**src/design/tpcc_pkg.sv**
```systemverilog
// Shared types and constants for the three-phase current conditioner.
// Used by every module in the design folder but tpcc_ram; no dependencies.
package tpcc_pkg;

  // Field widths fixed by the interface
  localparam int CUR_W  = 17;
  localparam int TOT_OW = 19;
  localparam int OFF_W  = 15;
  localparam int MSK_W  = 3;

  // Shared multiplier operand widths
  localparam int MUL_AW = 17;
  localparam int MUL_BW = 16;
  localparam int MUL_PW = MUL_AW + MUL_BW;

  // Q16 coefficients
  localparam logic [MUL_BW-1:0] NF_KEEP    = 16'd64553;
  localparam logic [MUL_BW-1:0] NF_TAKE    = 16'd983;
  localparam logic [MUL_BW-1:0] ALPHA_UP   = 16'd11796;
  localparam logic [MUL_BW-1:0] ALPHA_DOWN = 16'd5898;
  localparam logic [31:0]       Q16_HALF   = 32'd32768;

  localparam logic [CUR_W-1:0] CUR_MAX   = 17'd131071;
  localparam logic [31:0]      TOTAL_MAX = 32'd524287;

  // Configuration port
  localparam int CFG_AW = 5;
  localparam int CFG_DW = 32;

  typedef enum logic [2:0] {
    REG_MASK    = 3'd0,
    REG_OFF_A   = 3'd1,
    REG_OFF_B   = 3'd2,
    REG_OFF_C   = 3'd3,
    REG_LOW_LIM = 3'd4,
    REG_MID_LIM = 3'd5,
    REG_LOW_OFF = 3'd6,
    REG_MID_OFF = 3'd7
  } reg_idx_e;

  localparam logic [MSK_W-1:0] RST_MASK    = 3'd7;
  localparam logic [CUR_W-1:0] RST_LOW_LIM = 17'd10240;
  localparam logic [CUR_W-1:0] RST_MID_LIM = 17'd30720;
  localparam logic [OFF_W-1:0] RST_MID_OFF = 15'd1024;

  typedef struct packed {
    logic [MSK_W-1:0]           mask;
    logic [2:0][OFF_W-1:0]      phase_off;
    logic [CUR_W-1:0]           low_lim;
    logic [CUR_W-1:0]           mid_lim;
    logic [OFF_W-1:0]           low_off;
    logic [OFF_W-1:0]           mid_off;
  } cfg_t;

  // One per-phase entry of the state memory
  typedef struct packed {
    logic [CUR_W-1:0] noise;
    logic             active;
    logic [CUR_W-1:0] smooth;
    logic [CUR_W-1:0] rep;
  } entry_t;

  typedef enum logic [2:0] {
    S_IDLE,
    S_RD,
    S_NF2,
    S_NF3,
    S_EMA,
    S_FLT,
    S_WB
  } state_e;

  // Thousandths of an amp to the nearest Q code
  function automatic logic [31:0] q_of_ma(input int unsigned fb, input int unsigned ma);
    int unsigned v;
    v = ((ma << fb) + 500) / 1000;
    return 32'(v);
  endfunction

endpackage

```
**src/design/tpcc_ram.sv**
```systemverilog
// Generic single-port-write, single-port-read RAM with registered read.
// No dependencies.
module tpcc_ram #(
  parameter int WIDTH = 8,
  parameter int DEPTH = 4
) (
  input  logic                                  clk_i,
  input  logic                                  we_i,
  input  logic [(DEPTH > 1 ? $clog2(DEPTH) : 1)-1:0] waddr_i,
  input  logic [WIDTH-1:0]                      wdata_i,
  input  logic                                  re_i,
  input  logic [(DEPTH > 1 ? $clog2(DEPTH) : 1)-1:0] raddr_i,
  output logic [WIDTH-1:0]                      rdata_o
);

  logic [WIDTH-1:0] mem [DEPTH];
  logic [WIDTH-1:0] rdata_q;

  always_ff @(posedge clk_i) begin
    if (we_i) begin
      mem[waddr_i] <= wdata_i;
    end
    if (re_i) begin
      rdata_q <= mem[raddr_i];
    end
  end

  assign rdata_o = rdata_q;

endmodule

```
**src/design/tpcc_mul.sv**
```systemverilog
// Shared 17x16 unsigned multiplier with registered product.
// Depends on tpcc_pkg for operand widths.
module tpcc_mul (
  input  logic                      clk_i,
  input  logic [tpcc_pkg::MUL_AW-1:0] a_i,
  input  logic [tpcc_pkg::MUL_BW-1:0] b_i,
  output logic [tpcc_pkg::MUL_PW-1:0] p_o
);
  import tpcc_pkg::*;

  logic [MUL_PW-1:0] p_q;

  always_ff @(posedge clk_i) begin
    p_q <= MUL_PW'(a_i) * MUL_PW'(b_i);
  end

  assign p_o = p_q;

endmodule

```
**src/design/tpcc_cfg_regs.sv**
```systemverilog
// APB-style configuration registers of the current conditioner.
// Depends on tpcc_pkg for the register map and the cfg_t bundle.
module tpcc_cfg_regs (
  input  logic                      clk_i,
  input  logic                      rst_ni,
  input  logic                      psel,
  input  logic                      penable,
  input  logic                      pwrite,
  input  logic [tpcc_pkg::CFG_AW-1:0] paddr,
  input  logic [tpcc_pkg::CFG_DW-1:0] pwdata,
  output logic [tpcc_pkg::CFG_DW-1:0] prdata,
  output logic                      pready,
  output tpcc_pkg::cfg_t            cfg_o
);
  import tpcc_pkg::*;

  cfg_t     cfg_q;
  reg_idx_e idx;
  logic     wr;

  assign idx    = reg_idx_e'(paddr[4:2]);
  assign wr     = psel && penable && pwrite;
  assign pready = 1'b1;

  // Register writes, masked to each register's width
  always_ff @(posedge clk_i or negedge rst_ni) begin
    if (!rst_ni) begin
      cfg_q.mask      <= RST_MASK;
      cfg_q.phase_off <= '0;
      cfg_q.low_lim   <= RST_LOW_LIM;
      cfg_q.mid_lim   <= RST_MID_LIM;
      cfg_q.low_off   <= '0;
      cfg_q.mid_off   <= RST_MID_OFF;
    end else if (wr) begin
      unique case (idx)
        REG_MASK:    cfg_q.mask         <= pwdata[MSK_W-1:0];
        REG_OFF_A:   cfg_q.phase_off[0] <= pwdata[OFF_W-1:0];
        REG_OFF_B:   cfg_q.phase_off[1] <= pwdata[OFF_W-1:0];
        REG_OFF_C:   cfg_q.phase_off[2] <= pwdata[OFF_W-1:0];
        REG_LOW_LIM: cfg_q.low_lim      <= pwdata[CUR_W-1:0];
        REG_MID_LIM: cfg_q.mid_lim      <= pwdata[CUR_W-1:0];
        REG_LOW_OFF: cfg_q.low_off      <= pwdata[OFF_W-1:0];
        REG_MID_OFF: cfg_q.mid_off      <= pwdata[OFF_W-1:0];
        default:     ;
      endcase
    end
  end

  // Read-back mux
  always_comb begin
    unique case (idx)
      REG_MASK:    prdata = CFG_DW'(cfg_q.mask);
      REG_OFF_A:   prdata = CFG_DW'(cfg_q.phase_off[0]);
      REG_OFF_B:   prdata = CFG_DW'(cfg_q.phase_off[1]);
      REG_OFF_C:   prdata = CFG_DW'(cfg_q.phase_off[2]);
      REG_LOW_LIM: prdata = CFG_DW'(cfg_q.low_lim);
      REG_MID_LIM: prdata = CFG_DW'(cfg_q.mid_lim);
      REG_LOW_OFF: prdata = CFG_DW'(cfg_q.low_off);
      REG_MID_OFF: prdata = CFG_DW'(cfg_q.mid_off);
      default:     prdata = '0;
    endcase
  end

  assign cfg_o = cfg_q;

endmodule

```
**src/design/three_phase_current_conditioner_top.sv**
```systemverilog
// Top level of the three-phase current conditioner: sequencer and datapath.
// Depends on tpcc_pkg, tpcc_ram, tpcc_mul and tpcc_cfg_regs.
//
// Usage:
//   Input channel (in_valid_i / in_stall_o / raw_rms_i) carries one raw RMS
//   reading per transfer; readings go to phases 0, 1, .. NUM_PHASES-1 in turn.
//   Output channel (out_valid_o / out_stall_i) carries one result per input:
//   phase id, conditioned phase current, three-phase total and active flag.
//   Per-phase state lives in one small RAM with a registered read. Each item
//   is read, run through the shared 17x16 multiplier three times (noise floor
//   twice, EMA once) and written back. After its input transfer an item steps
//   through S_RD, S_NF2, S_NF3, S_EMA, S_FLT and S_WB; S_WB stores the result.
//   The input stays stalled until write-back, so reads never overlap a write
//   to the same entry.
//   A pending result sits in an output register; the next item is accepted and
//   processed meanwhile, and waits in write-back if the result is still held.
//   Reset clears the phase counter, the running total, the output valid flag
//   and the per-entry valid bits, so every phase reads back as zero state. No
//   clearing pass is needed. Configuration is an APB-style port with no wait
//   states, pready always high.
module three_phase_current_conditioner_top #(
  parameter int NUM_PHASES = 3,
  parameter int FRAC_BITS  = 10
) (
  input  logic                        clk_i,
  input  logic                        rst_ni,
  input  logic                        in_valid_i,
  output logic                        in_stall_o,
  input  logic [tpcc_pkg::CUR_W-1:0]  raw_rms_i,
  output logic                        out_valid_o,
  input  logic                        out_stall_i,
  output logic [1:0]                  phase_id_o,
  output logic [tpcc_pkg::CUR_W-1:0]  phase_current_o,
  output logic [tpcc_pkg::TOT_OW-1:0] total_current_o,
  output logic                        phase_on_o,
  input  logic                        psel,
  input  logic                        penable,
  input  logic                        pwrite,
  input  logic [tpcc_pkg::CFG_AW-1:0] paddr,
  input  logic [tpcc_pkg::CFG_DW-1:0] pwdata,
  output logic [tpcc_pkg::CFG_DW-1:0] prdata,
  output logic                        pready
);
  import tpcc_pkg::*;

  localparam int PW    = (NUM_PHASES > 1) ? $clog2(NUM_PHASES) : 1;
  localparam int TOT_W = CUR_W + $clog2(NUM_PHASES);
  localparam int EW    = $bits(entry_t);

  // Thresholds in Q(FRAC_BITS)
  localparam logic [31:0] TH_NF  = q_of_ma(FRAC_BITS, 2200);
  localparam logic [31:0] TH_OFS = q_of_ma(FRAC_BITS, 150);
  localparam logic [31:0] TH_ON  = q_of_ma(FRAC_BITS, 1000);
  localparam logic [31:0] TH_OFF = q_of_ma(FRAC_BITS, 450);
  localparam logic [31:0] TH_MIN = q_of_ma(FRAC_BITS, 80);

  cfg_t cfg;

  tpcc_cfg_regs u_cfg (
    .clk_i   (clk_i),
    .rst_ni  (rst_ni),
    .psel    (psel),
    .penable (penable),
    .pwrite  (pwrite),
    .paddr   (paddr),
    .pwdata  (pwdata),
    .prdata  (prdata),
    .pready  (pready),
    .cfg_o   (cfg)
  );

  // Control state
  state_e                state_q, state_d;
  logic [PW-1:0]         phase_q;
  logic [NUM_PHASES-1:0] valid_q;
  logic                  rd_valid_q;
  logic                  out_valid_q;
  logic [TOT_W-1:0]      total_q;

  // Payload registers
  logic [CUR_W-1:0]  raw_q;
  logic              en_q;
  entry_t            ent_q;
  logic [MUL_PW-1:0] acc_q;
  logic [CUR_W-1:0]  nf_q;
  logic [CUR_W-1:0]  corr_q;
  logic              act_q;
  logic              rising_q;
  logic [CUR_W-1:0]  filt_q;
  logic [1:0]        out_id_q;
  logic [CUR_W-1:0]  out_cur_q;
  logic [TOT_OW-1:0] out_tot_q;
  logic              out_on_q;

  // Sequencer outputs
  logic              accept;
  logic              go;
  logic              ram_re;
  logic              ram_we;
  logic [MUL_AW-1:0] mul_a;
  logic [MUL_BW-1:0] mul_b;

  logic [EW-1:0]     ram_rdata;
  entry_t            rd_ent;
  entry_t            wb_ent;
  logic [MUL_PW-1:0] mul_p;

  tpcc_ram #(
    .WIDTH (EW),
    .DEPTH (NUM_PHASES)
  ) u_ram (
    .clk_i   (clk_i),
    .we_i    (ram_we),
    .waddr_i (phase_q),
    .wdata_i (wb_ent),
    .re_i    (ram_re),
    .raddr_i (phase_q),
    .rdata_o (ram_rdata)
  );

  tpcc_mul u_mul (
    .clk_i (clk_i),
    .a_i   (mul_a),
    .b_i   (mul_b),
    .p_o   (mul_p)
  );

  // Entries never written read as zero state
  assign rd_ent = rd_valid_q ? entry_t'(ram_rdata) : '0;

  // Result register free or being emptied
  assign go = !out_valid_q || !out_stall_i;

  // Next state
  always_comb begin
    state_d = state_q;
    unique case (state_q)
      S_IDLE: if (in_valid_i) state_d = S_RD;
      S_RD:   state_d = S_NF2;
      S_NF2:  state_d = S_NF3;
      S_NF3:  state_d = S_EMA;
      S_EMA:  state_d = S_FLT;
      S_FLT:  state_d = S_WB;
      S_WB:   if (go) state_d = S_IDLE;
      default: state_d = S_IDLE;
    endcase
  end

  // Sequencer outputs: handshake, RAM strobes, multiplier operands
  always_comb begin
    logic              rise;
    logic [CUR_W-1:0]  d;
    rise       = corr_q >= ent_q.smooth;
    d          = rise ? (corr_q - ent_q.smooth) : (ent_q.smooth - corr_q);
    in_stall_o = 1'b1;
    ram_re     = 1'b0;
    ram_we     = 1'b0;
    mul_a      = '0;
    mul_b      = '0;
    unique case (state_q)
      S_IDLE: begin
        in_stall_o = 1'b0;
        ram_re     = in_valid_i;
      end
      S_RD: begin
        mul_a = rd_ent.noise;
        mul_b = NF_KEEP;
      end
      S_NF2: begin
        mul_a = raw_q;
        mul_b = NF_TAKE;
      end
      S_EMA: begin
        mul_a = d;
        mul_b = rise ? ALPHA_UP : ALPHA_DOWN;
      end
      S_WB: ram_we = go;
      default: ;
    endcase
  end

  assign accept = in_valid_i && !in_stall_o;

  // Phase enable and per-phase offset; phases past the third use defaults
  logic [2:0]       ph3;
  logic             ph_en;
  logic [OFF_W-1:0] ph_off;

  assign ph3 = 3'(phase_q);

  always_comb begin
    unique case (ph3)
      3'd0:    begin ph_en = cfg.mask[0]; ph_off = cfg.phase_off[0]; end
      3'd1:    begin ph_en = cfg.mask[1]; ph_off = cfg.phase_off[1]; end
      3'd2:    begin ph_en = cfg.mask[2]; ph_off = cfg.phase_off[2]; end
      default: begin ph_en = 1'b1;        ph_off = '0;               end
    endcase
  end

  // Noise floor update, floor subtraction and hysteresis
  logic [MUL_PW:0]   nf_sum;
  logic [CUR_W-1:0]  nf_new;
  logic signed [19:0] diff;
  logic [CUR_W-1:0]  corr;
  logic              act_new;

  always_comb begin
    nf_sum = {1'b0, acc_q} + {1'b0, mul_p} + (MUL_PW + 1)'(Q16_HALF);
    nf_new = (32'(raw_q) < TH_NF) ? nf_sum[MUL_AW + 15:16] : ent_q.noise;
    diff   = $signed({3'b0, raw_q}) - $signed({3'b0, nf_new}) - $signed(20'(TH_OFS));
    corr   = diff[19] ? '0 : diff[CUR_W-1:0];
    act_new = ent_q.active;
    if (!act_new && (32'(corr) >= TH_ON)) act_new = 1'b1;
    if (act_new && (32'(corr) <= TH_OFF)) act_new = 1'b0;
  end

  // EMA step and low-value cutoff
  logic [MUL_PW:0]  step_sum;
  logic [CUR_W-1:0] step;
  logic [CUR_W:0]   filt_raw;
  logic [CUR_W-1:0] filt;

  always_comb begin
    step_sum = {1'b0, mul_p} + (MUL_PW + 1)'(Q16_HALF);
    step     = step_sum[MUL_AW + 15:16];
    filt_raw = rising_q ? ({1'b0, ent_q.smooth} + {1'b0, step})
                        : ({1'b0, ent_q.smooth} - {1'b0, step});
    if (filt_raw > {1'b0, CUR_MAX}) filt = CUR_MAX;
    else                            filt = filt_raw[CUR_W-1:0];
    if (32'(filt) < TH_MIN) filt = '0;
  end

  // Band offset, phase offset, clamp; write-back entry and new total
  logic [CUR_W-1:0]   mid_eff;
  logic [OFF_W-1:0]   band;
  logic signed [19:0] v;
  logic [CUR_W-1:0]   rep_new;
  logic [TOT_W-1:0]   total_new;

  always_comb begin
    mid_eff = (cfg.mid_lim < cfg.low_lim) ? cfg.low_lim : cfg.mid_lim;
    priority if (filt_q == '0)          band = '0;
    else if (filt_q <= cfg.low_lim)     band = cfg.low_off;
    else if (filt_q <= mid_eff)         band = cfg.mid_off;
    else                                band = '0;
    v = $signed({3'b0, filt_q}) + $signed({{5{band[OFF_W-1]}}, band})
      + $signed({{5{ph_off[OFF_W-1]}}, ph_off});
    if (v < 0)                                rep_new = '0;
    else if (v > $signed({3'b0, CUR_MAX}))    rep_new = CUR_MAX;
    else                                      rep_new = v[CUR_W-1:0];
    if (!en_q) rep_new = '0;
    wb_ent.noise  = en_q ? nf_q : ent_q.noise;
    wb_ent.active = en_q && act_q;
    wb_ent.smooth = en_q ? filt_q : '0;
    wb_ent.rep    = rep_new;
    total_new = total_q - TOT_W'(ent_q.rep) + TOT_W'(rep_new);
  end

  // Control registers
  always_ff @(posedge clk_i or negedge rst_ni) begin
    if (!rst_ni) begin
      state_q     <= S_IDLE;
      phase_q     <= '0;
      valid_q     <= '0;
      rd_valid_q  <= 1'b0;
      out_valid_q <= 1'b0;
      total_q     <= '0;
    end else begin
      state_q <= state_d;
      if (accept) begin
        rd_valid_q <= valid_q[phase_q];
      end
      if (ram_we) begin
        valid_q[phase_q] <= 1'b1;
        total_q          <= total_new;
        phase_q          <= (phase_q == PW'(NUM_PHASES - 1)) ? '0 : phase_q + 1'b1;
        out_valid_q      <= 1'b1;
      end else if (!out_stall_i) begin
        out_valid_q <= 1'b0;
      end
    end
  end

  // Payload registers
  always_ff @(posedge clk_i) begin
    if (accept) begin
      raw_q <= raw_rms_i;
      en_q  <= ph_en;
    end
    if (state_q == S_RD)  ent_q <= rd_ent;
    if (state_q == S_NF2) acc_q <= mul_p;
    if (state_q == S_NF3) begin
      nf_q   <= nf_new;
      act_q  <= act_new;
      corr_q <= act_new ? corr : '0;
    end
    if (state_q == S_EMA) rising_q <= corr_q >= ent_q.smooth;
    if (state_q == S_FLT) filt_q   <= filt;
    if (ram_we) begin
      out_id_q  <= 2'(phase_q);
      out_cur_q <= rep_new;
      out_tot_q <= (32'(total_new) > TOTAL_MAX) ? '1 : TOT_OW'(total_new);
      out_on_q  <= wb_ent.active;
    end
  end

  assign out_valid_o     = out_valid_q;
  assign phase_id_o      = out_id_q;
  assign phase_current_o = out_cur_q;
  assign total_current_o = out_tot_q;
  assign phase_on_o      = out_on_q;

`ifndef NO_ASSERTIONS
  // A write-back always leaves a result in the output register
  a_wb_gives_result: assert property (@(posedge clk_i) disable iff (!rst_ni)
    ram_we |=> out_valid_q)
    else $error("write-back without a pending result");

  // Without an input transfer the sequencer stays idle
  a_idle_holds: assert property (@(posedge clk_i) disable iff (!rst_ni)
    (state_q == S_IDLE && !in_valid_i) |=> state_q == S_IDLE)
    else $error("sequencer left idle without a transfer");

  // The phase counter moves only at write-back
  a_phase_moves_at_wb: assert property (@(posedge clk_i) disable iff (!rst_ni)
    !ram_we |=> $stable(phase_q))
    else $error("phase counter moved outside write-back");

  // No RAM read is issued while an item is in flight
  a_no_read_in_flight: assert property (@(posedge clk_i) disable iff (!rst_ni)
    ram_re |=> !ram_re && !ram_we)
    else $error("RAM access overlaps an item in flight");
`endif

endmodule
```
**config.mk**
```make
export PLATFORM = sky130hd
export DESIGN_NAME = three_phase_current_conditioner_top
export DESIGN_NICKNAME = d
export VERILOG_FILES = /design/src/design/tpcc_pkg.sv /design/src/design/tpcc_ram.sv /design/src/design/tpcc_mul.sv /design/src/design/tpcc_cfg_regs.sv /design/src/design/three_phase_current_conditioner_top.sv
export SDC_FILE = /design/constraint.sdc
export NUM_CORES = 2
export LEC_CHECK = 0
export BUFFER_PORTS_ARGS = -buffer_cell sky130_fd_sc_hd__buf_2
export CAP_MARGIN = 40
export CORE_ASPECT_RATIO = 0.5
export CORE_UTILIZATION = 37
export CTS_BUF_LIST = sky130_fd_sc_hd__clkbuf_4
export DETAILED_ROUTE_END_ITERATION = 8
export PLACE_DENSITY = 0.58
export SLEW_MARGIN = 30
export SYNTH_ARGS = -nofsm -noshare
export SYNTH_HDL_FRONTEND = slang
export SYNTH_SLANG_ARGS = --single-unit
```
**constraint.sdc**
```tcl
create_clock -name clk_i -period 17.96 [get_ports clk_i]
set_input_delay 3.592 -clock clk_i [delete_from_list [all_inputs] [get_ports clk_i]]
set_output_delay 3.592 -clock clk_i [all_outputs]
set_load 0.1 [all_outputs]
```
==> results.py <==
metrics = {
    "setup_path": {
        "path_class": "register to register",
        "cp-start-kind": "register",
        "required_ps": 18640,
        "path_max_fanout": 30,
        "cp-end-kind": "register",
        "slowest_stage": "o41ai_1",
        "worstPathArrival_ps": 12480,
        "cp_slowest_stage_delay_ps": 670,
    },
    "drt": {
        "vias": 28960,
        "wl_per_cell_um": 21.12,
        "vias_per_cell": 5.283,
        "routed_wl_mm": 115.8,
        "drcViolationCount": 0,
        "drt_pass1_iterations": 5,
        "ant_nets": 0,
        "drtIter0Drc": 1880,
    },
    "sta": {
        "relSlewSlack": 0.4381,
        "fmax_mhz": 84.74,
        "setup-tns-final_ps": 0,
        "setup_viol": 0,
        "fin_crit_sh": 0.6571,
        "finClkSkew_ps": 87.09,
        "hold_viol": 0,
        "drv_slew": 0,
        "fin_crit_ps": 11800,
        "rsz0062_at_grt": "false",
        "worst_slew_pin_slew_ps": 840.8,
    },
    "synthesis": {
        "ys_async_sr_fraction": 0.2444,
        "netlist_area_um2": 40880,
        "synth_flop_cell": "edfxtp_1",
        "avgSynthCellArea_um2": 11.03,
        "synth_seq_cells": 577,
        "synth_cell_type_count": 105,
        "synth-edff-count": 403,
        "ys_seq_area_frac": 0.3988,
        "netlist_instances": 3705,
        "yosysWarnings": 0,
    },
    "clock_tree": {
        "htree_levels": 4,
        "clock_latency_ps": 960,
        "post-cts-setup-buffer-count": 0,
        "clkSinkCount": 577,
        "cts_buffers": 146,
        "clk_pin_slew_worst_paths_ps": 70,
        "ctsResizeCount": 0,
        "cts_hold_buffers": 0,
        "cts_tree": "done",
        "cts.path.max_buffers": 3,
        "cts_root_buf": "clkbuf_4",
    },
    "hold_path": {
        "hp-class": "register to register",
    },
    "placed_design": {
        "dp_hpwl_mm": 87.65,
        "port_buffers": 101,
        "place_congestion": 0.9284,
    },
    "final_layout": {
        "area_growth_pct": 10.74,
        "finalNetCount": 4513,
        "n_fill_cell": 10480,
        "drive_gt1_frac": 0.1633,
        "layout_commonest_cell": "inv_1",
        "layout_common_cells": "430 x inv_1, 403 x edfxtp_1, 326 x ha_1",
    },
    "floorplan": {
        "placeableCoreArea_um2": 108600,
        "dieWidth_um": 472.1,
        "start_util": 0.3765,
        "rows": 85,
        "ioPinCount": 135,
        "die_y_um": 237.0,
        "die_area_um2": 111900,
    },
    "global_routing": {
        "grt_pass1_wl_mm": 177.2,
        "antenna_found_initial": 4,
        "grt_start_max_net_pins": 82,
        "gr-usage-all-layers": 0.2081,
        "grt.overflow.total": 0,
        "grt_pass1_vias": 29570,
    },
    "run": {
        "drv_cap": 0,
    },
    "run_status": {
        "status": "complete, no violations",
    },
}
-- area by class of cell --
cell class	instances	area (um^2)	share of cell area
Multi-Input combinational cell	2565	22450	0.4959
Sequential cell	577	16310	0.3603
Tap cell	1479	1851	0.04088
Clock buffer	237	1779	0.03930
Inverter	435	1633	0.03607
Timing Repair Buffer	154	999.7	0.02208
Clock inverter	31	239.0	0.005279
Antenna cell	3	7.507	0.0001658
-- metal layers --
metal / GRT usage / vias to the layer above / part of all wire
met5: 0 / - / 0
met4: 0.08655 / 0 / 0.034
met3: 0.03195 / 168 / 0.050
met2: 0.3333 / 827 / 0.47
met1: 0.2811 / 14450 / 0.45
li1: - / 13510 / -
-- final timing paths --
check | end | startpoint | cells after the start | slack, ps
setup / recovery | total_current_o[18]$_DFFE_PP_ | u_cfg.cfg_o[48]$_DFFE_PN0P_ | 48 | 6160
hold / removal | acc_q[13]$_DFFE_PP_ | u_mul.p_o[13]$_DFF_P_ | 0 | 430
setup reg to reg | total_current_o[18]$_DFFE_PP_ | u_cfg.cfg_o[48]$_DFFE_PN0P_ | 48 | 6160
hold reg to reg | acc_q[13]$_DFFE_PP_ | u_mul.p_o[13]$_DFF_P_ | 0 | 430
max in group asynchronous | phase_q[0]$_DFFE_PN0P_ | rst_ni | 3 | 14020
min in group asynchronous | u_cfg.cfg_o[88]$_DFFE_PN0P_ | rst_ni | 1 | 2660
-- cell usage after synthesis, drive strengths merged (14+ instances only) --
cell     instances  area, um^2
a22oi           15       112.6
ha             326        4079
mux2           148        1670
xor2            41       359.1
nor4            19       131.4
mux4            14       315.3
o21bai          17       127.6
a2111oi         16       153.9
clkbuf          92       347.8
o21a            47       352.8
a21o            68       510.5
dfxtp           33       660.6
fa             247        4945
xnor2           95       839.6
a211oi          31       250.2
inv            433        1625
and2            98       618.1
nand2b          14       87.58
or2             20       125.1
o211ai          17       127.6
nor2b           23       143.9
nor2           159       599.3
dfrtp          131        3278
nand2          269        1017
mux2i          105        1051
a21oi          160       804.5
nor3            53       265.3
buf             50       284.0
and3            26       162.7
or3             23       143.9
edfxtp         403       12100
nand3           51       265.3
o21ai          224        1121
a31oi           25       156.4
a22o            18       157.7
nand4           33       206.5
-- worst max-delay path: cells and delay by family (launching register included) --
family          cells  cell delay [ps]
xor+xnor            1              220
buf+inv             6             1080
mux                 2              360
fa+ha+maj           7             2570
simple gates        7             1000
compound gates     25             5910
flops               1              400
-- through the flow --
stage               worst slack (ps)  instances  hold WS, ps  cell area, um^2  utilization
floorplan                       7401       3719        408.9            40930            -
global placement                5934       5196        420.9            43030       0.3963
detailed placement              6258       5206        423.7            43200       0.3978
CTS                             6209       5474        437.8            45210       0.4164
global route                    5522       5480        443.3            45270       0.4169
finish                          6159       5481        432.1            45270       0.4169
-- flip-flops by register name (all words and copies together), names as in the netlist, 19 cells and up --
name / flops
u_ram.mem: 156
u_cfg.cfg_o: 112
total_q: 19
ent_q: 52
u_mul.p_o: 33
u_ram.rdata_o: 52
acc_q: 33
total_current_o: 19
-- cell families (layout without fill, tap and decap cells) --
| kind of cell | count (synthesis) | in the layout | share of synthesized area |
|---|---|---|---|
| simple gates | 825 | 825 | 0.1005 |
| compound gates | 747 | 747 | 0.1202 |
| flops | 577 | 577 | 0.3988 |
| buf+inv | 577 | 857 | 0.05540 |
| fa+ha+maj | 573 | 573 | 0.2207 |
| mux | 267 | 267 | 0.07429 |
| xor+xnor | 137 | 137 | 0.02987 |
| other cells | 2 | 19 | 0.0001837 |
Power is left out: the tool's default activity adds up to more than one toggle a clock period on the data nets, which glitch-free logic cannot reach.
